<file path="src/rtl/ata_cf_task_file_device_top_macros.svh">
// Assertion macros for the task-file device
`ifndef ATA_CF_TASK_FILE_DEVICE_TOP_MACROS_SVH
`define ATA_CF_TASK_FILE_DEVICE_TOP_MACROS_SVH
`ifndef SYNTHESIS
`define ATF_ASSERT_IMP(label, clk, rst_n, a, c) \
  label: assert property (@(posedge clk) disable iff (!rst_n) (a) |-> (c)) \
    else $error("assertion failed");
`define ATF_ASSERT_NXT(label, clk, rst_n, a, c) \
  label: assert property (@(posedge clk) disable iff (!rst_n) (a) |=> (c)) \
    else $error("assertion failed");
`else
`define ATF_ASSERT_IMP(label, clk, rst_n, a, c)
`define ATF_ASSERT_NXT(label, clk, rst_n, a, c)
`endif
`endif

</file>
<file path="src/rtl/atacf_pkg.sv">
package atacf_pkg;
  localparam int unsigned SECTORS      = 64;
  localparam int unsigned SECTOR_WORDS = 256;
  localparam int unsigned STORE_WORDS  = SECTORS * SECTOR_WORDS;
  localparam int unsigned ADDR_W       = $clog2(STORE_WORDS);

  localparam logic [1:0] MODE_RD   = 2'd0;
  localparam logic [1:0] MODE_WR   = 2'd1;
  localparam logic [1:0] MODE_LOAD = 2'd2;
  localparam logic [1:0] MODE_NONE = 2'd3;

  localparam logic [3:0] RA_DATA = 4'd0;
  localparam logic [3:0] RA_FEAT = 4'd1;
  localparam logic [3:0] RA_CNT  = 4'd2;
  localparam logic [3:0] RA_LBAL = 4'd3;
  localparam logic [3:0] RA_LBAM = 4'd4;
  localparam logic [3:0] RA_LBAH = 4'd5;
  localparam logic [3:0] RA_DEV  = 4'd6;
  localparam logic [3:0] RA_CMD  = 4'd7;
  localparam logic [3:0] RA_ALT  = 4'd8;

  localparam logic [7:0] CMD_IDENT  = 8'hec;
  localparam logic [7:0] CMD_READ   = 8'h20;
  localparam logic [7:0] CMD_WRITE  = 8'h30;
  localparam logic [7:0] CMD_XLATE  = 8'h87;
  localparam logic [7:0] CMD_CHKPWR = 8'he5;

  // Commands that are accepted and do nothing
  localparam logic [7:0] CMD_STBY_IMM    = 8'he0;
  localparam logic [7:0] CMD_IDLE_IMM    = 8'he1;
  localparam logic [7:0] CMD_STBY        = 8'he2;
  localparam logic [7:0] CMD_IDLE        = 8'he3;
  localparam logic [7:0] CMD_SLEEP       = 8'he6;
  localparam logic [7:0] CMD_SET_FEAT    = 8'hef;
  localparam logic [7:0] CMD_CFA_ERASE   = 8'hc0;
  localparam logic [7:0] CMD_CFA_REQ_ERR = 8'h03;
  localparam logic [7:0] CMD_INIT_PARAM  = 8'h91;
  localparam logic [7:0] CMD_SET_MULT    = 8'hc6;

  localparam logic [7:0] ST_READY = 8'h50;
  localparam logic [7:0] ST_DRQ   = 8'h08;
  localparam logic [7:0] ST_ERR   = 8'h01;
  localparam logic [7:0] ER_ABRT  = 8'h04;

  localparam logic [1:0] SRC_NONE  = 2'd0;
  localparam logic [1:0] SRC_STORE = 2'd1;
  localparam logic [1:0] SRC_IDENT = 2'd2;
  localparam logic [1:0] SRC_ZERO  = 2'd3;

  // Request from the task file to the store
  typedef struct packed {
    logic              rd;
    logic              wr;
    logic [ADDR_W-1:0] addr;
    logic [15:0]       wdata;
  } st_req_t;

  // Identify word, already byte-swapped as returned on the bus
  function automatic logic [15:0] ident_swapped(input logic [7:0] i);
    logic [31:0] total;
    logic [15:0] w;
    total = 32'(SECTORS);
    w = 16'h0000;
    if (i >= 8'd10 && i < 8'd20) begin
      case (i)
        8'd10, 8'd14: w = 16'h4F43;
        8'd11: w = 16'h5441;
        8'd12: w = 16'h4241;
        8'd13: w = 16'h4D30;
        8'd15: w = 16'h3120;
        default: w = 16'h2020;
      endcase
      if (i == 8'd14) w = 16'h3030;
    end else if (i >= 8'd23 && i < 8'd27) begin
      case (i)
        8'd23: w = 16'h312E;
        8'd24: w = 16'h3020;
        default: w = 16'h2020;
      endcase
    end else if (i >= 8'd27 && i < 8'd37) begin
      case (i)
        8'd27: w = 16'h4F43;
        8'd28: w = 16'h5441;
        8'd29: w = 16'h4241;
        8'd30: w = 16'h4D20;
        8'd31: w = 16'h454D;
        8'd32: w = 16'h554C;
        8'd33: w = 16'h4154;
        8'd34: w = 16'h4544;
        8'd35: w = 16'h2043;
        default: w = 16'h4620;
      endcase
    end else if (i >= 8'd37 && i < 8'd47) begin
      w = 16'h2020;
    end else begin
      case (i)
        8'd0: w = 16'h848a;
        8'd1, 8'd54: w = 16'd1024;
        8'd3, 8'd55: w = 16'd16;
        8'd6, 8'd56: w = 16'd63;
        8'd7, 8'd58, 8'd61: w = total[31:16];
        8'd8, 8'd57, 8'd60: w = total[15:0];
        8'd47: w = 16'h8001;
        8'd49, 8'd51: w = 16'h0200;
        default: w = 16'h0000;
      endcase
    end
    return {w[7:0], w[15:8]};
  endfunction
endpackage

</file>
<file path="src/rtl/atacf_regs.sv">
// Task-file registers and command decode; issues store requests
module atacf_regs (
  input  logic                clk,
  input  logic                rst_n,
  input  logic                go,
  input  logic [1:0]          mode,
  input  logic [3:0]          reg_address,
  input  logic [15:0]         value,
  input  logic [13:0]         image_address,
  output atacf_pkg::st_req_t  req,
  output logic                use_store,
  output logic [15:0]         rval
);
  import atacf_pkg::*;
  `include "ata_cf_task_file_device_top_macros.svh"

  logic [7:0]  feature_r, count_r, lbal_r, lbam_r, lbah_r, dev_r, status_r, error_r;
  logic [1:0]  src_r;
  logic [27:0] base_r, wsec_r;
  logic [16:0] pos_r, len_r;
  logic [8:0]  wrem_r;
  logic [7:0]  widx_r;

  logic [27:0] lba;
  logic [8:0]  cnt;
  logic [28:0] endsec;
  logic [28:0] nsec;
  logic        rd_data, wr_data, wr_cmd;
  logic [7:0]  b;
  logic [15:0] rv;
  logic [ADDR_W-1:0] rd_addr;

  assign lba    = {dev_r[3:0], lbah_r, lbam_r, lbal_r};
  assign cnt    = (count_r == 8'd0) ? 9'd256 : {1'b0, count_r};
  assign endsec = 29'(lba) + 29'(cnt);
  assign nsec   = (endsec > 29'(SECTORS)) ? 29'(SECTORS) - 29'(lba) : 29'(cnt);
  assign b      = value[7:0];
  assign rd_data = go && mode == MODE_RD && reg_address == RA_DATA;
  assign wr_data = go && mode == MODE_WR && reg_address == RA_DATA;
  assign wr_cmd  = go && mode == MODE_WR && reg_address == RA_CMD;
  assign rd_addr = ADDR_W'(base_r * 28'(SECTOR_WORDS) + 28'(pos_r));

  // Store request and immediate read value
  always_comb begin
    req = '0;
    rv = 16'h0000;
    use_store = 1'b0;
    if (go && mode == MODE_LOAD && 32'(image_address) < STORE_WORDS) begin
      req.wr = 1'b1;
      req.addr = ADDR_W'(image_address);
      req.wdata = value;
    end
    if (wr_data && wrem_r != 9'd0 && 32'(wsec_r) < SECTORS) begin
      req.wr = 1'b1;
      req.addr = ADDR_W'(wsec_r) * ADDR_W'(SECTOR_WORDS) + ADDR_W'(widx_r);
      req.wdata = value;
    end
    if (go && mode == MODE_RD) begin
      case (reg_address)
        RA_DATA: begin
          if (pos_r < len_r) begin
            if (src_r == SRC_STORE && 32'(base_r) < SECTORS) begin
              req.rd = 1'b1;
              req.addr = rd_addr;
              use_store = 1'b1;
            end else if (src_r == SRC_IDENT) begin
              rv = ident_swapped(pos_r[7:0]);
            end
          end
        end
        RA_FEAT: rv = {8'h00, error_r};
        RA_CNT:  rv = {8'h00, count_r};
        RA_LBAL: rv = {8'h00, lbal_r};
        RA_LBAM: rv = {8'h00, lbam_r};
        RA_LBAH: rv = {8'h00, lbah_r};
        RA_DEV:  rv = {8'h00, dev_r};
        RA_CMD, RA_ALT: rv = {8'h00, status_r};
        default: rv = 16'h0000;
      endcase
    end
  end
  assign rval = rv;

  // Register state
  always_ff @(posedge clk) begin
    if (!rst_n) begin
      feature_r <= '0; count_r <= '0; lbal_r <= '0; lbam_r <= '0; lbah_r <= '0;
      dev_r <= '0; status_r <= ST_READY; error_r <= '0; src_r <= SRC_NONE;
      base_r <= '0; pos_r <= '0; len_r <= '0; wsec_r <= '0; wrem_r <= '0;
      widx_r <= '0;
    end else begin
      if (rd_data && pos_r < len_r) begin
        pos_r <= pos_r + 17'd1;
        if (pos_r + 17'd1 >= len_r) status_r <= status_r & ~ST_DRQ;
      end
      if (wr_data && wrem_r != 9'd0) begin
        widx_r <= widx_r + 8'd1;
        if (widx_r == 8'hff) begin
          if (wsec_r != 28'hfffffff) wsec_r <= wsec_r + 28'd1;
          wrem_r <= wrem_r - 9'd1;
          if (wrem_r == 9'd1) status_r <= status_r & ~ST_DRQ;
        end
      end
      if (go && mode == MODE_WR) begin
        case (reg_address)
          RA_FEAT: feature_r <= b;
          RA_CNT:  count_r <= b;
          RA_LBAL: lbal_r <= b;
          RA_LBAM: lbam_r <= b;
          RA_LBAH: lbah_r <= b;
          RA_DEV:  dev_r <= b;
          default: ;
        endcase
      end
      // Command: error cleared and status back to ready unless it aborts
      if (wr_cmd) begin
        case (b)
          CMD_IDENT, CMD_XLATE: begin
            src_r <= (b == CMD_IDENT) ? SRC_IDENT : SRC_ZERO;
            pos_r <= '0;
            len_r <= 17'(SECTOR_WORDS);
            error_r <= 8'h00;
            status_r <= ST_READY | ST_DRQ;
          end
          CMD_READ: begin
            src_r <= SRC_STORE;
            pos_r <= '0;
            base_r <= lba;
            len_r <= (32'(lba) >= SECTORS) ? 17'd0 : {nsec[8:0], 8'h00};
            error_r <= 8'h00;
            status_r <= ST_READY | ST_DRQ;
          end
          CMD_WRITE: begin
            wsec_r <= lba;
            wrem_r <= cnt;
            widx_r <= '0;
            error_r <= 8'h00;
            status_r <= ST_READY | ST_DRQ;
          end
          CMD_CHKPWR: begin
            count_r <= 8'hff;
            error_r <= 8'h00;
            status_r <= ST_READY;
          end
          CMD_STBY_IMM, CMD_IDLE_IMM, CMD_STBY, CMD_IDLE, CMD_SLEEP,
          CMD_SET_FEAT, CMD_CFA_ERASE, CMD_CFA_REQ_ERR, CMD_INIT_PARAM,
          CMD_SET_MULT: begin
            error_r <= 8'h00;
            status_r <= ST_READY;
          end
          default: begin
            error_r <= ER_ABRT;
            status_r <= ST_READY | ST_ERR;
          end
        endcase
      end
    end
  end

  `ATF_ASSERT_IMP(a_rw_excl, clk, rst_n, 1'b1, !(req.rd && req.wr))
  `ATF_ASSERT_IMP(a_pos_len, clk, rst_n, 1'b1, pos_r <= len_r)
  `ATF_ASSERT_IMP(a_store_rd, clk, rst_n, use_store, rd_data)
endmodule

</file>
<file path="config.mk">
export PLATFORM = sky130hd
export DESIGN_NAME = atacf_regs
export DESIGN_NICKNAME = d
export VERILOG_FILES = /design/src/rtl/atacf_pkg.sv /design/src/rtl/atacf_regs.sv
export VERILOG_INCLUDE_DIRS = /design/src /design/src/rtl
export SDC_FILE = /design/constraint.sdc
export NUM_CORES = 1
export LEC_CHECK = 0
export BUFFER_PORTS_ARGS = -buffer_cell sky130_fd_sc_hd__buf_4
export CAP_MARGIN = 40
export CORE_MARGIN = 4
export CORE_UTILIZATION = 25
export DETAILED_ROUTE_END_ITERATION = 10
export GPL_TIMING_DRIVEN = 0
export SETUP_SLACK_MARGIN = 0.3
export SLEW_MARGIN = 20
export SYNTH_ARGS = -nofsm -noshare
export SYNTH_HDL_FRONTEND = slang
export SYNTH_SLANG_ARGS = --single-unit
export TNS_END_PERCENT = 5
</file>
<file path="constraint.sdc">
create_clock -name clk -period 5.8 [get_ports clk]
set_input_delay 1.74 -clock clk [delete_from_list [all_inputs] [get_ports clk]]
set_output_delay 1.74 -clock clk [all_outputs]
set_load 0.005 [all_outputs]
</file>
### Word level (Yosys, flattened, before mapping)

Memories as Yosys holds them, arrays and structs flattened. A register that Yosys moved wholly into a read port is not among the register bits.
Index checks and enable logic that the tools add are counted.

| cells by class | value |
|---|---|
| add/sub/neg operators | 8 |
| magnitude comparators | 14 |
| eq/ne operators | 48 |
| mux-type cells | 58 |
| reduce and logical (&&, ||, !) cells | 33 |

Operators with widths:

| kind | count |
|---|---|
| $mux 16 | 10 |
| $mux 28 | 5 |
| $pmux 15 s9 | 1 |
| $pmux 16 s8 | 1 |
| $eq 8x8->1 const B | 13 |
| $mux 8 | 11 |
| $pmux 15 s5 | 1 |
| $mux 17 | 4 |
| $mux 31 | 2 |
| $eq 8x5->1 const B | 7 |
| $lt 28x7->1 const B | 2 |
| $mux 14 | 4 |
| $mux 9 | 6 |
| $eq 8x4->1 const B | 6 |
| $eq 8x6->1 const B | 6 |
| $pmux 17 s2 | 1 |
| $add 28x9->29 | 1 |
| $gt 29x7->1 const B | 1 |
| $add 28x1->28 const B | 1 |
| $ge 28x7->1 const B | 1 |
| $ne 28x28->1 const B | 1 |
| $pmux 13 s2 | 1 |
| $add 17x1->17 const B | 1 |
| $ge 17x17->1 | 1 |
| other kinds (38) | 73 |

| word-level totals | value |
|---|---|
| bits in registers | 165 |
| ROM bits | 704 |
| bits of input ports | 39 |
| output and inout port bits | 49 |
| word-level logic and storage cells | 177 |
| memories | 1 |

Memories:

| memory | depth | bits a word | read ports | clocked after Yosys merged registers in | write ports | RTL line | source |
|---|---|---|---|---|---|---|---|
| (no name shown) | 64 | 11 | 1 | 1 | 0 | atacf_pkg.sv:96 | `case (i)` |

### Logic depth before layout (Yosys ltp)

Gate-level depths: netlist of run 1.

| logic depth | value |
|---|---|
| word-level depth | 11 |
| depth in mapped cells | 17 |
| gate-level depth less buffers | 16 |

### Worst setup path before layout of run 1

OpenSTA, ideal clock, no wires.

| timing | value |
|---|---|
| kind | input-to-output |
| start | in reg_address[1] |
| end | out req[25] (netlist bit) |
| arrival time | 4.164 ns |
| data required time | 4.060 ns |
| slack | -0.104 ns |
| stages | 10 |
| path through | buf_2 or4_4 a211oi_1 nand3_1 nor2_1 inv_1 nor3_1 buf_2 inv_1 o21ai_0 |

RTL lines:

| what | RTL line | source |
|---|---|---|
| from (decl) | atacf_regs.sv:7 | `input logic [3:0] reg_address,` |
| to (decl) | atacf_regs.sv:10 | `output atacf_pkg::st_req_t req,` |

### Worst setup path in the final report of run 1

| timing | value |
|---|---|
| start | in reg_address[1] |
| end | out rval[15] |

| on the way | value |
|---|---|
| cells in the longest elaborated chain, start to end | 4 |
| elaborated cells on any way between the ends | 12 |

RTL lines:

| what | RTL line | source |
|---|---|---|
| $eq 4x3->1 / $eq 4x4->1 (equally long branches) | atacf_regs.sv:59 | `case (reg_address)` |
| $reduce_or 2->1 | atacf_regs.sv:59 |  |
| $pmux 16 s8 * | atacf_regs.sv:59 |  |
| $mux 16 * | atacf_regs.sv:58 | `if (go && mode == MODE_RD) begin` |
| to (decl) | atacf_regs.sv:12 | `output logic [15:0] rval` |

Mark *: on every way between the ends. The rest lies on a longest branch, timed or not.

==> results_dict.tcl, run 1 <==
set metrics [dict create \
    final_common_cell "nand2_1" \
    routed_wl_um 36000 \
    yosysTopAreaCell "dfxtp_1" \
    initial_utilization_pct 25.4 \
    diodes 0 \
    cp_common_cell "buf_4" \
    syn_nets 1410 \
    dp_hpwl_um 26900 \
    cts.clk_slew.worst_paths_ns 0.06 \
    grt_pass1_wl_um 56200 \
    finalCritPeriodShare_pct 98.6 \
    start_kind "input port" \
    clock_skew_ns 0.0138 \
    cp_data_required_time_ns 4.06 \
    fin_nets 1530 \
    peakVddDrop_v 0.000206 \
    dr_wl_met2_um 16100 \
    fmax_mhz 175 \
    seq_power_share_pct 46.8 \
    yosys.area.top_type_share_pct 30.4 \
    port_buffers 83 \
    ys_warn_count 0 \
    final_layout_size_suffix_gt1_share_pct 12.5 \
    power_frac_comb_pct 5.6 \
    cts.sinks 154 \
    p_switching_uw 558 \
    row_count 73 \
    cp_data_arrival_time_ns 3.98 \
    finalMaxSlewViolations 0 \
    cap_violations 0 \
    cts-root-buf "clkbuf_16" \
    grt_pass1_vias 9796 \
    htreeDepth 4 \
    yosysSeqAreaShare_pct 30.4 \
    ctsHoldBuffers 0 \
    clk_latency_ns 0.44 \
    synthFlopType "dfxtp_1" \
    p_leak_uw 0.00459 \
    via_per_inst 5.24 \
    worst_pin_slew_ns 0.810 \
    power_uw 2260 \
    overflow 0 \
    first_pass_iters 9 \
    grt_usage_pct 15.9 \
    syn_area_mm2 0.0101 \
    hold_path.class "register to register" \
    cpMaxStageDelayCell "or4_4" \
    power.density_mw_per_mm2 185 \
    ys_types 80 \
    synth_area_leaders "dfxtp_1 30%, nand2_1 5.9%, nor2_1 5.3%, ha_1 5.1%, a21oi_1 4.7%" \
    wire_per_inst_um 18.1 \
    mostFrequentLayoutCells "158 x nand2_1, 154 x dfxtp_1, 139 x nor2_1, 96 x a21oi_1, 93 x buf_4" \
    wl_met1_um 16300 \
    async_reset_ff_share_pct 0 \
    area.growth.synth_to_final_pct 21.0 \
    io_pins 88 \
    path_class "input port to output port" \
    finalSetupTns_ns 0 \
    period_needed_ns 5.72 \
    final_core_util_pct 30.7 \
    drc 0 \
    dieArea_mm2 0.0438 \
    rsz0062_at_grt "yes" \
    slowest_delay_ns 0.60 \
    worstPathMaxFanout 10 \
    routed.top_layer "met4" \
    core-area_mm2 0.0399 \
    cts_buffers 17 \
    status "finished, final reports clean" \
    vias 10400 \
    syn_avg_cell_area_um2 7.63 \
    setup_ws_ns 0.0801 \
    ys_ff_latch 154 \
    pwr-share-clk_pct 47.6 \
    place.gp.congestion 0.942 \
    clock_path_buffers 2 \
    die_w_um 209 \
    syn_inst 1328 \
    synth-edff-count 0 \
    path_cells "buf_6 -> buf_6 -> or4_4 -> a211oi_4 -> nand3_4 -> nor2_4 -> buf_4 -> buf_4 -> clkbuf_2 -> and3_1 -> buf_4" \
    dp_slack_ns -0.499 \
    relSlewSlack_pct 45.3 \
    setup_viol 0 \
    p_sw_share_pct 24.6 \
    p_int_uw 1710 \
    wl_met3_um 2740 \
    crit_path_end_kind "output port" \
    antenna_found_initial 0 \
    finalHoldViolCount 0 \
    antenna_left 0 \
    cts_tree "built" \
    drt_iter0_markers 1238 \
    grt_max_degree 17 \
    die_h_um 209 \
]
## final cells by class
| class | instances | area [um^2] |
|---|---|---|
| plain buffers | 94 | 408 |
| clock buffers | 22 | 484 |
| clock inverters | 10 | 81.3 |
| fillers | 4285 | 27600 |
| inverters | 54 | 205 |
| multi-input cells | 1026 | 6570 |
| flip-flops and latches | 154 | 3080 |
| well taps | 525 | 657 |
| repair buffers | 101 | 781 |
## routing by layer
metal / vias up / GRT usage [%]
met5: - / 0
met1: 4928 / 21.7
met3: 67 / 4.02
met4: 0 / 4.41
li1: 5002 / -
met2: 403 / 25.0
## path summary, 6_finish.rpt
kind / from / to / slack, ns / cells after the start
min reg2reg: base_r[9] / base_r[9] / 0.46 / 2
max: reg_address[1] / rval[15] / 0.08 / 11
max reg2reg: count_r[2] / len_r[9] / 1.03 / 15
min: base_r[9] / base_r[9] / 0.46 / 2
## cell usage after synthesis (4+ instances only)
master and number:
dfxtp_1 154, nand2_1 158, nor3_1 39, a21o_1 7, clkbuf_1 80, buf_2 6, xor2_1 47, a21oi_1 96
a222oi_1 17, nand3_1 49, inv_1 52, or4_1 9, nor2b_1 29, a211oi_1 37, a31o_2 5, or3_1 9
ha_1 41, o21a_1 8, a31oi_1 8, nor3b_1 5, a22oi_1 5, o31ai_1 4, mux2i_1 46, nand4_1 21
and2_1 6, nand3b_1 6, and3_1 19, xnor2_1 37, buf_1 4, o211ai_1 8, nor2_1 142, nand2b_1 9
a22o_1 4, o21ai_0 41, a221oi_1 8, o22ai_1 9, nor4_1 21, a311oi_1 6, and4_1 5, and3b_1 5
## metrics by stage
step	area, um^2	hold WS (ns)	cells
finish	12300	0.456	1986
global route	12300	0.474	1986
CTS	12200	0.459	1979
detailed placement	11500	0.450	1939
global placement	11400	0.444	1936
floorplan	10200	0.436	1328
## state kept, by name, summed over array words and instances (netlist names), 9 cells and up, named ones only
| register | cells |
|---|---|
| pos_r | 17 |
| base_r | 28 |
| wsec_r | 28 |
| len_r | 9 |
| wrem_r | 9 |
## cell families after synthesis
family	Yosys count	share of synthesized area (%)
AND/OR/NAND/NOR	555	26.8
XOR/XNOR	84	7.26
multiplexers	46	4.54
adder cells (fa/ha/maj)	44	5.55
flip-flops	154	30.4
buffers and inverters	148	5.74
AO/OA/AOI/OAI	297	19.7
## timing repair
item	in CTS	in global routing
pin swaps	5	5
buffers inserted	7	5
resized for setup	34	3
cloned	1	0
endpoints found under the setup margin	49	41
## power by group through the flow
stage	logic, uW	registers [uW]	clock network [uW]
4_1_cts	123	1060	1090
2_1_floorplan	61.9	1080	0
3_5_place_dp	120	1080	0
3_3_place_gp	119	1080	0
6_report	126	1060	1080
5_1_grt	135	1060	1140
## critical path, delay by kind of cell
family                 cells  cell delay, ns
buffers and inverters      6            0.77
and+or+nand+nor            4            1.17
AOI/OAI and AO/OA          1            0.29
(Power assumes the default switching activity.)
==> inputs of run 2 (changes only) <==
--- a/config.mk
+++ b/config.mk
@@ -12,6 +12,7 @@
 export CORE_UTILIZATION = 25
 export DETAILED_ROUTE_END_ITERATION = 10
 export GPL_TIMING_DRIVEN = 0
+export REMOVE_ABC_BUFFERS = 1
 export SETUP_SLACK_MARGIN = 0.3
 export SLEW_MARGIN = 20
 export SYNTH_ARGS = -nofsm -noshare
==> run 2 against run 1 <==
Compared with the run above: hold slack got worse by 0.0015 ns; cell area decreased by 1.7%; clock power increased by 7%; final cell count decreased by 4.2%; utilization decreased by 0.53 points; critical path depth decreased by 3; routed wire length decreased by 4.5%; flip-flop and latch count unchanged; non-clock buffer count decreased by 84; worst setup slack improved by 0.0031 ns; fmax about the same; largest power group unchanged.
==> results_dict.tcl, run 2 (synthesis results as in run 1) <==
set metrics [dict create \
    antenna_left 0 \
    period_needed_ns 5.72 \
    r2r_start "count_r[2]" \
    cts_tree "built" \
    cp_data_arrival_time_ns 3.98 \
    fin_cells 1902 \
    worstRegToRegCells 13 \
    fin_nets 1446 \
    wire_per_inst_um 18.1 \
    peakVddDrop_v 0.000187 \
    status "finished, final reports clean" \
    port_buffers 87 \
    drt_iter0_markers 966 \
    hold_path_end "base_r[13]" \
    fillers 4201 \
    antenna_found_initial 0 \
    io_pins 88 \
    dp.cells 1855 \
    top_regs "base_r x28, wsec_r x28, pos_r x17" \
    worstPathMaxFanout 9 \
    seqCellArea_mm2 0.00308 \
    die_w_um 209 \
    area.growth.synth_to_final_pct 18.9 \
    p_leak_uw 0.00454 \
    min_from "base_r[13]" \
    dieArea_mm2 0.0438 \
    htreeDepth 4 \
    final_layout_size_suffix_gt1_share_pct 12.8 \
    final_common_cell "nand2_1" \
    crit_path_end_kind "output port" \
    grt_pass1_vias 9327 \
    hold_path.class "register to register" \
    cts.clk_slew.worst_paths_ns 0.07 \
    finalMaxSlewViolations 0 \
    start_kind "input port" \
    row_count 73 \
    place.gp.congestion 0.922 \
    mostFrequentLayoutCells "157 x nand2_1, 154 x dfxtp_1, 140 x nor2_1, 96 x a21oi_1, 96 x buf_4" \
    via_per_inst 5.28 \
    setup_viol 0 \
    grt_usage_pct 15.0 \
    cts_buffers 17 \
    die_h_um 209 \
    reg2reg_slack_ns 1.36 \
    finalCritPeriodShare_pct 98.6 \
    multi_input_comb_area_mm2 0.00656 \
    cts-root-buf "clkbuf_16" \
    first_pass_iters 6 \
    rsz0062_at_grt "yes" \
    drc 0 \
    overflow 0 \
    relSlewSlack_pct 42.3 \
    clock_path_buffers 2 \
    vias 10100 \
    holdWs_ns 0.455 \
    clk_latency_ns 0.44 \
    grt_pass1_wl_um 53300 \
    power_uw 2340 \
    fmax_mhz 175 \
    cp_data_required_time_ns 4.06 \
    path_class "input port to output port" \
    core-area_mm2 0.0399 \
    ctsHoldBuffers 0 \
    power.density_mw_per_mm2 194 \
    routed_wl_um 34400 \
    dp_hpwl_um 24800 \
    min_path_cells 2 \
    worst_pin_slew_ns 0.860 \
    initial_utilization_pct 25.4 \
    finalHoldViolCount 0 \
    cts.sinks 154 \
    clock_skew_ns 0.0144 \
    r2r_end "len_r[13]" \
    cap_violations 0 \
    diodes 0 \
    grt_max_degree 68 \
]
run 2: cell types whose count changed in the layout (fill, tap and decap cells not counted), sizes merged:
cell      before  now
inv           57   60
buf          115  110
clkbuf       102   18
clkinvlp       2    1
clkinv         5    8
run 2: what timing repair did:
item,in CTS,in global routing
resized for setup,16,3
cloned,0,0
setup buffers,9,3
setup endpoints to repair,48,45
pin swaps,6,1
run 2: final cells by class:
class                      instances  share of cell area, %
sequential                       154                   25.6
tap                              525                   5.45
multi-input combinational       1026                   54.4
clock inverter                    15                   1.61
clock buffer                      17                   3.53
timing repair buffer             111                   7.71
inverter                          54                   1.73
run 2: worst max-delay path by stage:
stage                   startpoint      end  slack [ns]  cells after the start
floorplan           reg_address[1]  req[26]       -0.66                      8
global placement    reg_address[1]  req[24]       -2.78                     10
detailed placement  reg_address[1]  req[17]       -0.91                     11
CTS                 reg_address[3]  req[17]        0.04                     12
global route        reg_address[3]  req[17]      -0.006                     12
finish              reg_address[3]  req[29]        0.08                      8
run 2: critical path, cell delays in order:
cell and delay [ns]:
buf_12 0.10, or4_4 0.59, a211o_1 0.48, nor3_4 0.37
buf_6 0.20, a221oi_1 0.11, a21oi_1 0.23, buf_4 0.15
run 2: per-stage QoR:
step,TNS [ns],instance area (um^2),worst slack [ns],utilization (%)
2_1_floorplan,-10.40,9760,-0.664,-
3_3_place_gp,-81.20,11100,-2.78,27.7
3_5_place_dp,-17.57,11200,-0.914,28.1
4_1_cts,0,12000,0.0363,30.0
5_1_grt,-0.00620,12100,-0.00620,30.2
6_report,0,12100,0.0832,30.2
run 2: where the power goes:
part / internal, uW / switching, uW / total (uW)
clock network: 593 / 567 / 1160
logic: 49.2 / 72.4 / 122
registers: 1060 / 3.87 / 1060
run 2: metal layers:
layer / wire, um / share of wire [%] / GRT usage [%]
met1: 15600 / 45 / 21.2
met2: 15600 / 45 / 23.4
met3: 2440 / 7.1 / 2.62
met4: 720 / 2.1 / 4.37
met5: 0 / 0 / 0
==> inputs of run 3 (changes only) <==
--- a/config.mk
+++ b/config.mk
@@ -10,6 +10,7 @@
 export CAP_MARGIN = 40
 export CORE_MARGIN = 4
 export CORE_UTILIZATION = 25
+export CTS_BUF_LIST = sky130_fd_sc_hd__clkbuf_8
 export DETAILED_ROUTE_END_ITERATION = 10
 export GPL_TIMING_DRIVEN = 0
 export REMOVE_ABC_BUFFERS = 1
==> run 3 against run 2 <==
Compared with the run above: combinational power about the same; cell area decreased by 1.6%; first-iteration DRC count increased by 4.2%; largest power group is now registers; via count decreased by 0.46%; flip-flop and latch count unchanged; critical path type unchanged; hold slack improved by 0.0038 ns.
==> results_dict.tcl, run 3 (synthesis results as in run 1) <==
set metrics [dict create \
    status "finished, final reports clean" \
    fmax_mhz 175 \
    clock_skew_ns 0.0186 \
    wl_met1_um 15500 \
    cts_tree "built" \
    power.density_mw_per_mm2 173 \
    diodes 0 \
    row_count 73 \
    dp_hpwl_um 24800 \
    startpoint "reg_address[3]" \
    period_needed_ns 5.70 \
    cap_violations 0 \
    cts_buffers 17 \
    via_per_inst 5.26 \
    worst_pin_slew_ns 0.867 \
    peakVddDrop_v 0.000127 \
    r2r_start "count_r[2]" \
    setup_viol 0 \
    die_h_um 209 \
    fin_cells 1902 \
    cts.sinks 154 \
    finalHoldViolCount 0 \
    ctsHoldBuffers 0 \
    dr_wl_met2_um 15300 \
    finalCritPeriodShare_pct 98.3 \
    critPathTopFamily "simple AND/OR/NAND/NOR gates" \
    grt_usage_pct 14.8 \
    overflow 0 \
    grt_pass1_vias 9299 \
    reg2reg_slack_ns 1.34 \
    wl_met3_um 2510 \
    fin_nets 1446 \
    port_buffers 87 \
    min_from "base_r[13]" \
    hold_path.class "register to register" \
    cp_data_required_time_ns 4.06 \
    routed_wl_um 34100 \
    routed.top_layer "met4" \
    drt_iter0_markers 1007 \
    dieArea_mm2 0.0438 \
    mostFrequentLayoutCells "157 x nand2_1, 154 x dfxtp_1, 140 x nor2_1, 96 x a21oi_1, 96 x buf_4" \
    cp_data_arrival_time_ns 3.96 \
    antenna_left 0 \
    worstPathMaxFanout 9 \
    core-area_mm2 0.0399 \
    cts.clk_slew.worst_paths_ns 0.10 \
    initial_utilization_pct 25.4 \
    path_cells "buf_12 -> or4_4 -> a211o_1 -> nor3_4 -> buf_6 -> a221oi_1 -> a21oi_1 -> buf_4" \
    path_class "input port to output port" \
    cts-root-buf "clkbuf_8" \
    worstRegToRegCells 13 \
    crit_path_end_kind "output port" \
    fillers 4236 \
    relSlewSlack_pct 41.9 \
    setup_ws_ns 0.101 \
    first_pass_iters 7 \
    place.gp.congestion 0.922 \
    dp_slack_ns -0.914 \
    htreeDepth 4 \
    slowest_delay_ns 0.59 \
    io_pins 88 \
    clock_path_buffers 2 \
    drc 0 \
    area.growth.synth_to_final_pct 17.1 \
    grt_pass1_wl_um 52800 \
    wire_per_inst_um 17.9 \
    grt_max_degree 68 \
    vias 10000 \
    top_regs "base_r x28, wsec_r x28, pos_r x17" \
    p_leak_uw 0.00445 \
    final_common_cell "nand2_1" \
    finalSetupTns_ns 0 \
    min_path_cells 2 \
    dp.cells 1855 \
    die_w_um 209 \
    hold_path_end "base_r[13]" \
    rsz0062_at_grt "yes" \
    cpMaxStageDelayCell "or4_4" \
    final_layout_size_suffix_gt1_share_pct 12.9 \
    antenna_found_initial 0 \
    finalMaxSlewViolations 0 \
    start_kind "input port" \
    path_buf_inv 3 \
    r2r_end "len_r[13]" \
    power_uw 2060 \
    clk_latency_ns 0.48 \
]
[run 3: cell counts in the layout (fill, tap and decap cells not counted)]
No cell type changed its count.
[run 3: worst max path at each step]
stage | to | slack [ns] | cells past startpoint
after detailed placement | req[17] | -0.91 | 11
after CTS | req[17] | 0.04 | 12
after floorplan | req[26] | -0.66 | 8
final | req[29] | 0.10 | 8
after global routing | req[17] | 0.01 | 12
after global placement | req[24] | -2.78 | 10
[run 3: power by group]
part / switching (uW) / internal (uW)
Combinational: 72.5 / 49.2
Sequential: 3.85 / 1060
Clock: 535 / 340
Total: 611 / 1450
[run 3: stage by stage]
step / utilization (%) / hold slack [ns] / instance area, um^2
finish: 29.7 / 0.459 / 11900
global route: 29.7 / 0.486 / 11900
CTS: 29.6 / 0.463 / 11800
detailed placement: 28.1 / 0.447 / 11200
global placement: 27.7 / 0.442 / 11100
floorplan: - / 0.436 / 9760
[run 3: layout make-up]
class,instances,area (um^2),area share [%]
clock inverter,15,194,1.63
timing repair buffer,111,930,7.83
tap,525,657,5.54
sequential,154,3080,26.0
multi-input combinational,1026,6560,55.3
clock buffer,17,234,1.97
inverter,54,209,1.76
[run 3: layer usage]
metal  vias to the layer above  track usage, %
li1                       4830               -
met2                       410            23.0
met3                        47            2.48
met5                         -               0
met1                      4719            21.0
met4                         0            4.68
[run 3: worst register-to-register path, cell delays in order, from the launching register on]
cell	delay [ns]
dfxtp_1	0.50
or4_1	0.57
nor2_1	0.27
ha_1	0.33
a21oi_1	0.29
o211ai_1	0.16
o21ai_2	0.31
nor3_1	0.09
a221o_1	0.27
or4_1	0.49
a2111o_1	0.40
a21o_1	0.33
mux2i_1	0.23
o22ai_1	0.08
[run 3: timing repair]
action / in CTS / in global routing
setup buffers: 9 / 3
hold endpoints to repair: 0 / 0
pin swaps: 6 / 1
endpoints found under the setup margin: 48 / 47
resized for setup: 16 / 4
gates cloned: 0 / 0
